===== config.mk =====
export PLATFORM = sky130hd
export DESIGN_NAME = nmea_gga_rmc_field_parser
export DESIGN_NICKNAME = d
export VERILOG_FILES = /design/src/design/ngrp_pkg.sv /design/src/design/ngrp_parse.sv /design/src/design/nmea_gga_rmc_field_parser.sv
export SDC_FILE = /design/constraint.sdc
export NUM_CORES = 2
export LEC_CHECK = 0
export ABC_CLOCK_PERIOD_IN_PS = 21400
export BUFFER_PORTS_ARGS = -buffer_cell sky130_fd_sc_hd__buf_2
export CORE_MARGIN = 1.5
export CORE_UTILIZATION = 55
export DETAILED_ROUTE_END_ITERATION = 10
export GPL_TIMING_DRIVEN = 0
export HOLD_SLACK_MARGIN = 0.02
export PLACE_DENSITY = 0.81
export SETUP_SLACK_MARGIN = 0.3
export SLEW_MARGIN = 5
export SYNTH_ARGS = -nofsm -noshare
export SYNTH_HDL_FRONTEND = slang
export SYNTH_SLANG_ARGS = --single-unit

===== constraint.sdc =====
create_clock -name i_clk -period 21.4 [get_ports i_clk]
set_input_delay 3.21 -clock i_clk [delete_from_list [all_inputs] [get_ports i_clk]]
set_output_delay 3.21 -clock i_clk [all_outputs]
set_load 0.03 [all_outputs]

===== src/design/ngrp_pkg.sv =====
// ---------------------------------------------------------------------------
// ngrp_pkg
// Shared types, constants and helpers of the GGA/RMC sentence field parser.
// ---------------------------------------------------------------------------
package ngrp_pkg;

    localparam int MAX_SENTENCE_BYTES = 128;
    localparam int FRACTION_DIGITS    = 4;
    localparam int BPOS_W             = $clog2(MAX_SENTENCE_BYTES + 1);
    localparam int FRAC_W             = 20;
    localparam int RES_SLOTS          = 4;

    localparam logic [4:0] ZONE_RESET = 5'd8;

    localparam logic [7:0] CH_ZERO  = 8'h30;
    localparam logic [7:0] CH_NINE  = 8'h39;
    localparam logic [7:0] CH_COMMA = 8'h2C;
    localparam logic [7:0] CH_MINUS = 8'h2D;
    localparam logic [7:0] CH_PLUS  = 8'h2B;
    localparam logic [7:0] CH_POINT = 8'h2E;
    localparam logic [7:0] CH_G     = 8'h47;
    localparam logic [7:0] CH_R     = 8'h52;
    localparam logic [7:0] CH_M     = 8'h4D;
    localparam logic [7:0] CH_A     = 8'h41;
    localparam logic [7:0] CH_C     = 8'h43;

    localparam logic [30:0] SAT31 = 31'h7FFF_FFFF;

    localparam logic [4:0] VID_HOUR      = 5'd0;
    localparam logic [4:0] VID_MIN       = 5'd1;
    localparam logic [4:0] VID_SEC       = 5'd2;
    localparam logic [4:0] VID_CARRY     = 5'd3;
    localparam logic [4:0] VID_LAT_DEG   = 5'd4;
    localparam logic [4:0] VID_LAT_MIN   = 5'd5;
    localparam logic [4:0] VID_LAT_HEMI  = 5'd6;
    localparam logic [4:0] VID_LON_DEG   = 5'd7;
    localparam logic [4:0] VID_LON_MIN   = 5'd8;
    localparam logic [4:0] VID_LON_HEMI  = 5'd9;
    localparam logic [4:0] VID_SATS      = 5'd10;
    localparam logic [4:0] VID_ALT       = 5'd11;
    localparam logic [4:0] VID_GGA_DONE  = 5'd12;
    localparam logic [4:0] VID_SPEED     = 5'd13;
    localparam logic [4:0] VID_COURSE    = 5'd14;
    localparam logic [4:0] VID_DAY       = 5'd15;
    localparam logic [4:0] VID_MONTH     = 5'd16;
    localparam logic [4:0] VID_YEAR      = 5'd17;
    localparam logic [4:0] VID_RMC_DONE  = 5'd18;

    typedef enum logic [1:0] {
        KIND_NONE = 2'd0,
        KIND_GGA  = 2'd1,
        KIND_RMC  = 2'd2
    } t_kind;

    typedef struct packed {
        logic [4:0]  id;
        logic [31:0] value;
    } t_result;

    typedef struct packed {
        logic [2:0]                  cnt;
        t_result [RES_SLOTS-1:0]     item;
    } t_result_set;

    function automatic logic [FRAC_W-1:0] pow10(input logic [2:0] e);
        logic [FRAC_W-1:0] p;
        unique case (e)
            3'd0:    p = FRAC_W'(1);
            3'd1:    p = FRAC_W'(10);
            3'd2:    p = FRAC_W'(100);
            3'd3:    p = FRAC_W'(1000);
            3'd4:    p = FRAC_W'(10000);
            3'd5:    p = FRAC_W'(100000);
            3'd6:    p = FRAC_W'(1000000);
            default: p = FRAC_W'(1);
        endcase
        return p;
    endfunction

    function automatic logic [4:0] mod24(input logic [7:0] h);
        logic [7:0] v;
        v = h;
        if (v >= 8'd192) v = v - 8'd192;
        if (v >= 8'd96)  v = v - 8'd96;
        if (v >= 8'd48)  v = v - 8'd48;
        if (v >= 8'd24)  v = v - 8'd24;
        return v[4:0];
    endfunction

endpackage


===== src/design/ngrp_parse.sv =====
// ---------------------------------------------------------------------------
// ngrp_parse
// Sentence state, number parsing and per-byte result generation.
// ---------------------------------------------------------------------------
module ngrp_parse import ngrp_pkg::*; (
    input  logic        i_clk,
    input  logic        i_rst_n,
    input  logic        i_fire,
    input  logic [7:0]  i_byte,
    input  logic        i_end,
    input  logic [4:0]  i_zone,
    output t_result_set o_res
);

    logic [BPOS_W-1:0] r_bpos, n_bpos;
    logic [3:0]        r_commas, n_commas;
    t_kind             r_kind, n_kind;
    logic              r_abort, n_abort;
    logic [6:0]        r_flen, n_flen;
    logic [30:0]       r_int, n_int;
    logic [FRAC_W-1:0] r_frac, n_frac;
    logic [2:0]        r_fseen, n_fseen;
    logic              r_neg, n_neg;
    logic              r_point, n_point;
    logic              r_stop, n_stop;
    logic [3:0]        r_cap [6];
    logic [3:0]        n_cap [6];
    logic [7:0]        r_first, n_first;
    logic              r_carry, n_carry;

    logic [7:0]  td0, td1, td2, td4;
    logic [10:0] deg3;
    logic [51:0] fix_sum;
    logic [31:0] fix_val, sats_val, hemi_val;
    logic [7:0]  hour_raw;
    logic [7:0]  day, mon;
    logic [11:0] year;
    logic [7:0]  mend;
    logic        leap;
    logic [6:0]  off;
    logic        is_digit;
    logic [34:0] int_next;
    logic [3:0]  dgt;
    t_result_set res;

    always_comb begin
        td0  = 8'({4'd0, r_cap[0]} * 8'd10) + {4'd0, r_cap[1]};
        td1  = 8'({4'd0, r_cap[1]} * 8'd10) + {4'd0, r_cap[2]};
        td2  = 8'({4'd0, r_cap[2]} * 8'd10) + {4'd0, r_cap[3]};
        td4  = 8'({4'd0, r_cap[4]} * 8'd10) + {4'd0, r_cap[5]};
        deg3 = 11'({7'd0, r_cap[0]} * 11'd100) + {3'd0, td1};

        fix_sum = 52'({21'd0, r_int} * 52'(10 ** FRACTION_DIGITS))
                + 52'({32'd0, r_frac} * 52'(pow10(3'(FRACTION_DIGITS) - r_fseen)));
        if (fix_sum > {21'd0, SAT31}) begin
            fix_val = {1'b0, SAT31};
        end else begin
            fix_val = fix_sum[31:0];
        end
        if (r_neg) fix_val = 32'd0 - fix_val;
        sats_val = r_neg ? 32'd0 - {1'b0, r_int} : {1'b0, r_int};
        hemi_val = (r_flen == 7'd0) ? {24'd0, CH_COMMA} : {24'd0, r_first};

        hour_raw = td0 + {3'd0, i_zone};

        day  = td0 + {7'd0, r_carry};
        mon  = td2;
        year = 12'd2000 + {4'd0, td4};
        leap = (td4[1:0] == 2'd0) && (td4 != 8'd100);
        if (mon == 8'd4 || mon == 8'd6 || mon == 8'd9 || mon == 8'd11) begin
            mend = 8'd30;
        end else if (mon == 8'd2) begin
            mend = leap ? 8'd29 : 8'd28;
        end else begin
            mend = 8'd31;
        end
        if (day > mend) begin
            day = 8'd1;
            mon = mon + 8'd1;
            if (mon > 8'd12) begin
                mon  = 8'd1;
                year = year + 12'd1;
            end
        end
    end

    always_comb begin
        n_bpos   = r_bpos;
        n_commas = r_commas;
        n_kind   = r_kind;
        n_abort  = r_abort;
        n_flen   = r_flen;
        n_int    = r_int;
        n_frac   = r_frac;
        n_fseen  = r_fseen;
        n_neg    = r_neg;
        n_point  = r_point;
        n_stop   = r_stop;
        n_cap    = r_cap;
        n_first  = r_first;
        n_carry  = r_carry;
        res      = '0;
        off      = 7'd0;
        is_digit = (i_byte >= CH_ZERO) && (i_byte <= CH_NINE);
        dgt      = 4'(i_byte - CH_ZERO);
        int_next = 35'({4'd0, r_int} * 35'd10) + {31'd0, dgt};

        if (r_bpos < BPOS_W'(MAX_SENTENCE_BYTES)) begin
            if (r_bpos == BPOS_W'(3)) begin
                if (r_commas != 4'd0) n_kind = KIND_NONE;
                else if (i_byte == CH_G) n_kind = KIND_GGA;
                else if (i_byte == CH_R) n_kind = KIND_RMC;
                else n_kind = KIND_NONE;
            end else if (r_bpos == BPOS_W'(4)) begin
                if ((r_kind == KIND_GGA && i_byte != CH_G) ||
                    (r_kind == KIND_RMC && i_byte != CH_M)) n_kind = KIND_NONE;
            end else if (r_bpos == BPOS_W'(5)) begin
                if ((r_kind == KIND_GGA && i_byte != CH_A) ||
                    (r_kind == KIND_RMC && i_byte != CH_C)) n_kind = KIND_NONE;
            end

            if (i_byte == 8'd0) begin
                n_abort = 1'b1;
            end else if (i_byte == CH_COMMA) begin
                if (!r_abort && n_kind == KIND_GGA) begin
                    unique case (r_commas)
                        4'd1: begin
                            if (r_flen < 7'd9) begin
                                n_abort = 1'b1;
                            end else begin
                                n_carry = (hour_raw >= 8'd24);
                                res.cnt = 3'd4;
                                res.item[0] = '{VID_HOUR,
                                    {27'd0, (hour_raw >= 8'd24) ? mod24(hour_raw)
                                                                : hour_raw[4:0]}};
                                res.item[1] = '{VID_MIN, {24'd0, td2}};
                                res.item[2] = '{VID_SEC, {24'd0, td4}};
                                res.item[3] = '{VID_CARRY, {31'd0, hour_raw >= 8'd24}};
                            end
                        end
                        4'd2: begin
                            if (r_flen < 7'd8) begin
                                n_abort = 1'b1;
                            end else begin
                                res.cnt = 3'd2;
                                res.item[0] = '{VID_LAT_DEG, {24'd0, td0}};
                                res.item[1] = '{VID_LAT_MIN, fix_val};
                            end
                        end
                        4'd3: begin
                            res.cnt = 3'd1;
                            res.item[0] = '{VID_LAT_HEMI, hemi_val};
                        end
                        4'd4: begin
                            if (r_flen < 7'd9) begin
                                n_abort = 1'b1;
                            end else begin
                                res.cnt = 3'd2;
                                res.item[0] = '{VID_LON_DEG, {21'd0, deg3}};
                                res.item[1] = '{VID_LON_MIN, fix_val};
                            end
                        end
                        4'd5: begin
                            res.cnt = 3'd1;
                            res.item[0] = '{VID_LON_HEMI, hemi_val};
                        end
                        4'd7: begin
                            res.cnt = 3'd1;
                            res.item[0] = '{VID_SATS, sats_val};
                        end
                        4'd9: begin
                            res.cnt = 3'd2;
                            res.item[0] = '{VID_ALT, fix_val};
                            res.item[1] = '{VID_GGA_DONE, 32'd1};
                        end
                        default: begin
                        end
                    endcase
                end else if (!r_abort && n_kind == KIND_RMC) begin
                    unique case (r_commas)
                        4'd7: begin
                            res.cnt = 3'd1;
                            res.item[0] = '{VID_SPEED, fix_val};
                        end
                        4'd8: begin
                            res.cnt = 3'd1;
                            res.item[0] = '{VID_COURSE, fix_val};
                        end
                        4'd9: begin
                            if (r_flen < 7'd6) begin
                                n_abort = 1'b1;
                            end else begin
                                res.cnt = 3'd4;
                                res.item[0] = '{VID_DAY, {24'd0, day}};
                                res.item[1] = '{VID_MONTH, {24'd0, mon}};
                                res.item[2] = '{VID_YEAR, {20'd0, year}};
                                res.item[3] = '{VID_RMC_DONE, 32'd1};
                            end
                        end
                        default: begin
                        end
                    endcase
                end
                if (r_commas != 4'd15) n_commas = r_commas + 4'd1;
                n_flen  = 7'd0;
                n_int   = '0;
                n_frac  = '0;
                n_fseen = 3'd0;
                n_neg   = 1'b0;
                n_point = 1'b0;
                n_stop  = 1'b0;
                for (int i = 0; i < 6; i++) n_cap[i] = 4'd0;
                n_first = 8'd0;
            end else begin
                if (n_kind == KIND_GGA && r_commas == 4'd2) off = 7'd2;
                else if (n_kind == KIND_GGA && r_commas == 4'd4) off = 7'd3;
                if (r_flen < 7'd6) n_cap[r_flen[2:0]] = dgt;
                if (r_flen == 7'd0) n_first = i_byte;
                if (r_flen >= off && !r_stop) begin
                    if (r_flen == off && (i_byte == CH_MINUS || i_byte == CH_PLUS)) begin
                        n_neg = (i_byte == CH_MINUS);
                    end else if (is_digit) begin
                        if (!r_point) begin
                            n_int = (int_next > {4'd0, SAT31}) ? SAT31 : int_next[30:0];
                        end else if (r_fseen < 3'(FRACTION_DIGITS)) begin
                            n_frac  = FRAC_W'(r_frac * FRAC_W'(10)) + FRAC_W'(dgt);
                            n_fseen = r_fseen + 3'd1;
                        end
                    end else if (i_byte == CH_POINT && !r_point) begin
                        n_point = 1'b1;
                    end else begin
                        n_stop = 1'b1;
                    end
                end
                if (r_flen != 7'd127) n_flen = r_flen + 7'd1;
            end
            n_bpos = r_bpos + BPOS_W'(1);
        end

        if (i_end) begin
            n_bpos   = '0;
            n_commas = 4'd0;
            n_kind   = KIND_NONE;
            n_abort  = 1'b0;
            n_flen   = 7'd0;
            n_int    = '0;
            n_frac   = '0;
            n_fseen  = 3'd0;
            n_neg    = 1'b0;
            n_point  = 1'b0;
            n_stop   = 1'b0;
            for (int i = 0; i < 6; i++) n_cap[i] = 4'd0;
            n_first  = 8'd0;
        end
    end

    always_ff @(posedge i_clk) begin
        if (!i_rst_n) begin
            r_bpos   <= '0;
            r_commas <= 4'd0;
            r_kind   <= KIND_NONE;
            r_abort  <= 1'b0;
            r_flen   <= 7'd0;
            r_int    <= '0;
            r_frac   <= '0;
            r_fseen  <= 3'd0;
            r_neg    <= 1'b0;
            r_point  <= 1'b0;
            r_stop   <= 1'b0;
            for (int i = 0; i < 6; i++) r_cap[i] <= 4'd0;
            r_first  <= 8'd0;
            r_carry  <= 1'b0;
        end else if (i_fire) begin
            r_bpos   <= n_bpos;
            r_commas <= n_commas;
            r_kind   <= n_kind;
            r_abort  <= n_abort;
            r_flen   <= n_flen;
            r_int    <= n_int;
            r_frac   <= n_frac;
            r_fseen  <= n_fseen;
            r_neg    <= n_neg;
            r_point  <= n_point;
            r_stop   <= n_stop;
            r_cap    <= n_cap;
            r_first  <= n_first;
            r_carry  <= n_carry;
        end
    end

    assign o_res = res;

endmodule


===== src/design/nmea_gga_rmc_field_parser.sv =====
// ---------------------------------------------------------------------------
// nmea_gga_rmc_field_parser
// Parses GGA and RMC sentence bytes into time, position and date values.
// ---------------------------------------------------------------------------
// channel  direction  beat
// cfg      in         i_cfg_data[4:0] = zone offset hours
// s        in         tdata[7:0] = rx_byte, tlast = sentence_end
// m        out        tdata[4:0] = value_id, [36:5] = value, tlast = last
//
// One byte a cycle when unstalled: a byte is registered, then parsed into up
// to four results held in a result buffer. Results drain one a cycle while m
// is ready; a byte with several results holds the parse stage until its last
// result drains. Synchronous active-low reset clears sentence state and day
// carry, sets zone offset 8. A stall on m backs up through the buffer to s.
// ---------------------------------------------------------------------------
module nmea_gga_rmc_field_parser import ngrp_pkg::*; (
    input  logic        i_clk,
    input  logic        i_rst_n,
    input  logic        i_cfg_valid,
    output logic        o_cfg_ready,
    input  logic [4:0]  i_cfg_data,
    input  logic        i_s_tvalid,
    output logic        o_s_tready,
    input  logic [7:0]  i_s_tdata,   // [7:0] rx_byte
    input  logic        i_s_tlast,
    output logic        o_m_tvalid,
    input  logic        i_m_tready,
    output logic [39:0] o_m_tdata,   // [4:0] value_id, [36:5] value, [39:37] zero
    output logic        o_m_tlast
);

    logic [4:0]  r_zone;
    logic        r_in_vld;
    logic [7:0]  r_in_byte;
    logic        r_in_end;
    t_result     r_res [RES_SLOTS];
    logic [2:0]  r_cnt;
    logic [1:0]  r_idx;
    logic        out_hs;
    logic        fire;
    t_result_set res;

    assign o_cfg_ready = 1'b1;
    assign out_hs      = (r_cnt != 3'd0) && i_m_tready;
    assign fire        = r_in_vld && ((r_cnt == 3'd0) || ((r_cnt == 3'd1) && i_m_tready));
    assign o_s_tready  = !r_in_vld || fire;

    ngrp_parse u_parse (
        .i_clk   (i_clk),
        .i_rst_n (i_rst_n),
        .i_fire  (fire),
        .i_byte  (r_in_byte),
        .i_end   (r_in_end),
        .i_zone  (r_zone),
        .o_res   (res)
    );

    always_ff @(posedge i_clk) begin
        if (!i_rst_n) begin
            r_zone <= ZONE_RESET;
        end else if (i_cfg_valid) begin
            r_zone <= i_cfg_data;
        end
    end

    always_ff @(posedge i_clk) begin
        if (!i_rst_n) begin
            r_in_vld <= 1'b0;
        end else if (o_s_tready) begin
            r_in_vld <= i_s_tvalid;
        end
    end

    always_ff @(posedge i_clk) begin
        if (o_s_tready && i_s_tvalid) begin
            r_in_byte <= i_s_tdata;
            r_in_end  <= i_s_tlast;
        end
    end

    always_ff @(posedge i_clk) begin
        if (!i_rst_n) begin
            r_cnt <= 3'd0;
            r_idx <= 2'd0;
        end else if (fire) begin
            r_cnt <= res.cnt;
            r_idx <= 2'd0;
        end else if (out_hs) begin
            r_cnt <= r_cnt - 3'd1;
            r_idx <= r_idx + 2'd1;
        end
    end

    always_ff @(posedge i_clk) begin
        if (fire) begin
            for (int i = 0; i < RES_SLOTS; i++) r_res[i] <= res.item[i];
        end
    end

    assign o_m_tvalid = (r_cnt != 3'd0);
    assign o_m_tdata  = {3'd0, r_res[r_idx].value, r_res[r_idx].id};
    assign o_m_tlast  = (r_cnt == 3'd1);

endmodule


# ---- Word-level counts from Yosys, hierarchy flattened
# Memories as Yosys holds them, arrays and structs flattened. A register that Yosys moved wholly into a read port is not among the register bits.
# Cells that the tools add are included.
dict set report classes {
  add_sub_neg 27
  mul 9
  n_div 0
  order_cmp 19
  eq_ne 49
  shifts 0
  n_mux 161
  n_bitwise 4
  n_reduce_logical 69
}
# cell count
set ops {}
lappend ops {{$mux 151} 7}
lappend ops {{$mux 31} 9}
lappend ops {{$mux 8} 34}
lappend ops {{$pmux 37 s7} 1}
lappend ops {{$mux 20} 9}
lappend ops {{$pmux 37 s4} 1}
lappend ops {{$mux 24} 5}
lappend ops {{$pmux 20 s6} 1}
lappend ops {{$mux 111} 1}
lappend ops {{$pmux 37 s3} 1}
lappend ops {{$mux 32} 3}
lappend ops {{$mux 74} 1}
lappend ops {{$mux 73} 1}
lappend ops {{$mux 72} 1}
lappend ops {{$mux 7} 9}
lappend ops {{$gt 52x31->1 const B} 1}
lappend ops {{$add 45x40->46} 1}
lappend ops {{$mul 31x10->41 const B} 1}
lappend ops {{$mul 20x20->40} 1}
lappend ops {{$ne 8x7->1 const B} 5}
lappend ops {{$add 35x4->35} 1}
lappend ops {{$gt 35x31->1 const B} 1}
lappend ops {{$mux 1} 35}
lappend ops {{$mul 31x3->34 const B} 1}
lappend ops {{89 further kinds} 207}
dict set report totals {
  regBits 132
  latch_bits 0
  mem_bits_rw 148
  rom_bits 0
  input_bits 19
  output_inout_bits 44
  n_memories 1
}
# name depth width rd rd_ports_with_merged_regs wr line_no
set memory_table {}
lappend memory_table {r_res 4 37 1 1 4 nmea_gga_rmc_field_parser.sv:36} ;# t_result r_res [RES_SLOTS];

# ---- Longest topological paths before layout
dict set report depth {
  depth_word 40
  depth_mapped 46
  mapped_depth_nobuf 43
}

# ---- Hierarchy
# A second synthesis with hierarchy kept.
dict set report unflattened {
  hier_cells 4506
  hier_area_um2 40007.1
}
# module instances cells_per_inst area_per_inst_um2 seq_area_each_um2
set by_module_without_submodules {}
lappend by_module_without_submodules {ngrp_parse 1 4238 33758.6 2242.2}
lappend by_module_without_submodules {nmea_gga_rmc_field_parser 1 268 6248.5 4974.8}

# ---- Least setup slack after synthesis
# No wires, ideal clock.
dict set report synth_timing {
  path_kind {reg2reg}
  startpoint {register u_parse.r_int[5]}
  endpoint {memory r_res[1][6] in the netlist's numbering (data pin)}
  setup_ns 0.273
  arrival_time_ns 10.153
  slack_ns 10.974
  path_stages_with_launch 44
  n_path_buf 3
  cell_sequence {dfxtp_1 > inv_1 > fa_1 > inv_1 > ha_1 > fa_1 > ha_1 > inv_1 > fa_1 > inv_1 > ha_1 > a2111oi_0 > o21ai_0 > and2_1 > a21oi_1 > o21bai_1 > xnor2_1 > fa_1 > [... 8 more ...] > fa_1 > inv_1 > ha_1 > buf_2 > a21oi_1 > o211ai_1 > o32a_1 > o31a_1 > a211oi_2 > mux2i_1 > a2111oi_4 > nand4_2 > or3_1 > buf_2 > buf_6 > nor2_1 > a2bb2oi_1 > o22ai_1}
}
# element line_no
set synth_lines {}
lappend synth_lines {{start: declaration} ngrp_parse.sv:20} ;# logic [30:0] r_int, n_int;
lappend synth_lines {{start signal: assignment} ngrp_parse.sv:279} ;# r_int <= n_int;
lappend synth_lines {{end: declaration} nmea_gga_rmc_field_parser.sv:36}

==> impl_results.md <==
- Area share of the largest cell type after synthesis: between 20% and 30%
- Synth top area cells: fa_1, ha_1, edfxtp_1, inv_1, dfxtp_1
- Die width: ~260 µm
- Yosys cell types: approximately 120
- Reg area: between 0.005 and 0.006 mm²
- Pwr Density: between 40 and 50 mW/mm²
- GR Overflow Total: 0
- CP required: 21760 ps
- Number of global-route vias before repair: around 32k
- Via count: 32.9k
- Initial antenna violation count: 3
- Max stage delay on crit path: 700 ps
- Worst hold start: u_parse.r_abort$_SDFFE_PN0P_
- Synth warn: 0
- Placer congestion estimate: 1.02
- 1st-pass router iterations: 7
- CP max stage cell: dfxtp_1
- Worst Setup SP: u_parse.r_int[3]$_SDFFE_PN0P_
- Final setup fails: 0
- Worst-Skew Late Latency: 580 ps
- Final hold vios: 0
- Crit path DAT: around 14000 ps
- Share of flip-flops with an asynchronous set or reset: 0%
- GRT Resource Usage Total: a little under a third
- Routed len/inst: 20.6 µm
- Via density: 6.12
- Hold-fix buffers at CTS: 0
- Filler Cells Inserted: 5936
- Dominant cell type by area after synthesis: fa_1
- # clock sinks: 221
- Remaining antenna violation count: 0
- Multi-input gate area: ~0.029 mm²
- Die Area: 0.0699 mm²
- Clock slew at reported path FFs: about 60 ps
- Number of synthesized flops with an enable pin: 96
- Startpoint types: flop
- Hold WC Path Type: flop to flop
- HPWL Detailed: 90.5 mm
- TritonCTS clock tree: yes
- Cts repair resizes: 0
- R2R Setup Slk: 8230 ps
- Slew headroom: between 20% and 30%
- Layout net count: 5410
- H-tree levels: 1
- Finished Core Util: 59.1%
- Synthesized cell area: 0.0376 mm²
- Post-Synthesis Cells: 4393
- Pin count of the biggest net entering global routing: slightly below 70
- First-pass GRT wire length: 175 mm
- Final TNS setup: 0 ps
- Buffer depth of the longest clock path: 3
- Post-CTS setup repair buffer count: 0
- CTS root buf: clkbuf_16
- Starting DRT DRC Count: 3625
- Reg2reg end: r_res[0][17]$_SDFFCE_PP0P_
- Peak supply drop: 0.0000635 V
- Avg Cell Area, Syn: 8.55 µm²
- Final instance area: 0.0399 mm²
- Setup Skew: between 20 and 25 ps
- LEAKAGE: approximately 20 nW
- CP endpoint kind: flop
- R2R cell count: 43
- Slew at the pin closest to its max-slew limit: 1100 ps
- Share of layout cells above drive strength 1: 4.42%
- Worst hold margin: 478 ps
- Ports: 63
- Maxcap violations: 0
- Worst Path Max Fanout: 10
- RSZ-0062 raised after global routing: no
- Most frequent CP cell: inv_1
- Most used DFF post-synth: dfxtp_1
- Fmax: 75.9 MHz
- Site Rows: 95
- Max-slew violations: 0
- Post-Place Cell Area: approximately 0.039 mm²
- Core area: approximately 0.067 mm²
- Reg2reg start: u_parse.r_int[3]$_SDFFE_PN0P_
- CP Class: flop to flop
- Synthesis-stage register bit count: between 200 and 250
- Post-layout min period: 13170 ps
- Register area share after synthesis: 14.3%
- Status: completed
- Num CTS Buffers: 27
- Drc violations: 0
- Die height: approximately 260 µm
- PortBufs: 57
- Tcrit/Tclk final: 61.5%
- Crit path to: r_res[0][17]$_SDFFCE_PP0P_
- Count leader, synth: inv_1
- Detailed-route wire length: roughly 110 mm
- Starting Density: approximately 56%
- Area Overhead vs Synth: 6.11%
- Post-synth top cells: inv_1, ha_1, fa_1
[kinds of logic after synthesis]
logic type	synth area share [%]
and+or+nand+nor	16.1
adders and majority gates	38.5
buffers and inverters	8.78
AOI/OAI and AO/OA	14.9
xor gates and xnor gates	5.27
DFF	14.3
muxes	2.06
other	0.0200
[where the power goes]
| part | internal (W) | switching (W) | leakage (nW) |
|---|---|---|---|
| combinational | 0.000233 | 0.000498 | 18.0 |
| clock | 0.000259 | 0.000201 | 0.436 |
| sequential | 0.000500 | 0.0000343 | 1.93 |
| total | 0.000992 | 0.000733 | 20.4 |
[cell usage in the layout (no fill, tap or decap), drive strengths merged, types with 50 or more instances in the layout]
| cell type | instances |
|---|---|
| mux2i | 68 |
| a21o | 72 |
| nor3 | 50 |
| dfxtp | 125 |
| nand3 | 107 |
| and2 | 74 |
| buf | 86 |
| xnor2 | 141 |
| fa | 412 |
| clkbuf | 166 |
| ha | 497 |
| nand2 | 366 |
| xor2 | 84 |
| a21oi | 283 |
| nor2 | 338 |
| and3 | 93 |
| o21ai | 151 |
| edfxtp | 96 |
| inv | 706 |
[routing by layer]
layer / vias up / wire length, µm / share of wire (%) / GRT usage (%)
li1: 15000 / - / - / -
met1: 15800 / 44700 / 40 / 44.0
met2: 1851 / 48600 / 44 / 49.3
met3: 300 / 12900 / 12 / 5.98
met4: 0 / 4770 / 4.3 / 11.8
met5: - / 0 / 0 / 0
[worst min path at each step]
stage / to / slack (ps) / cells past startpoint
floorplan: u_parse.r_first[5]$_SDFFE_PN0P_ / 430 / 2
global placement: u_parse.r_abort$_SDFFE_PN0P_ / 460 / 2
detailed placement: u_parse.r_abort$_SDFFE_PN0P_ / 460 / 2
CTS: u_parse.r_abort$_SDFFE_PN0P_ / 470 / 2
global route: u_parse.r_abort$_SDFFE_PN0P_ / 490 / 2
finish: u_parse.r_abort$_SDFFE_PN0P_ / 480 / 2
[sequential cells by signal (all words and copies together), names as in the netlist, 5 cells and up, named ones only]
| register | cells |
|---|---|
| r_res | 87 |
| u_parse.r_int | 31 |
| u_parse.r_cap | 24 |
| u_parse.r_frac | 20 |
| r_in_byte | 8 |
| u_parse.r_bpos | 8 |
| u_parse.r_first | 8 |
| u_parse.r_flen | 7 |
| r_zone | 5 |
[worst max-delay path: cells and delay by family (launching register included)]
kind,cells,cell delay [ps]
and+or+nand+nor,4,1530
adders and majority gates,13,5570
xor gates and xnor gates,1,360
buffers and inverters,13,1680
AOI/OAI and AO/OA,12,3100
DFF,1,700
[per-stage QoR]
| stage | power, W | setup WS [ps] | std cells |
|---|---|---|---|
| floorplan | 0.00105 | 10970 | 4395 |
| global placement | 0.00125 | 8940 | 5325 |
| finish | 0.00172 | 8230 | 5379 |
| CTS | 0.00171 | 8850 | 5376 |
| global route | 0.00181 | 7960 | 5376 |
| detailed placement | 0.00126 | 8910 | 5326 |
[cell type report]
type	count	area share [%]
multi-input cells	3312	72.5
flip-flops and latches	221	13.5
inverters	704	6.63
well taps	873	2.74
clock buffers	36	1.86
plain buffers	158	1.65
repair buffers	58	0.785
clock inverters	14	0.320
diodes	3	0.0188
Power figures use the tool's default switching activity.
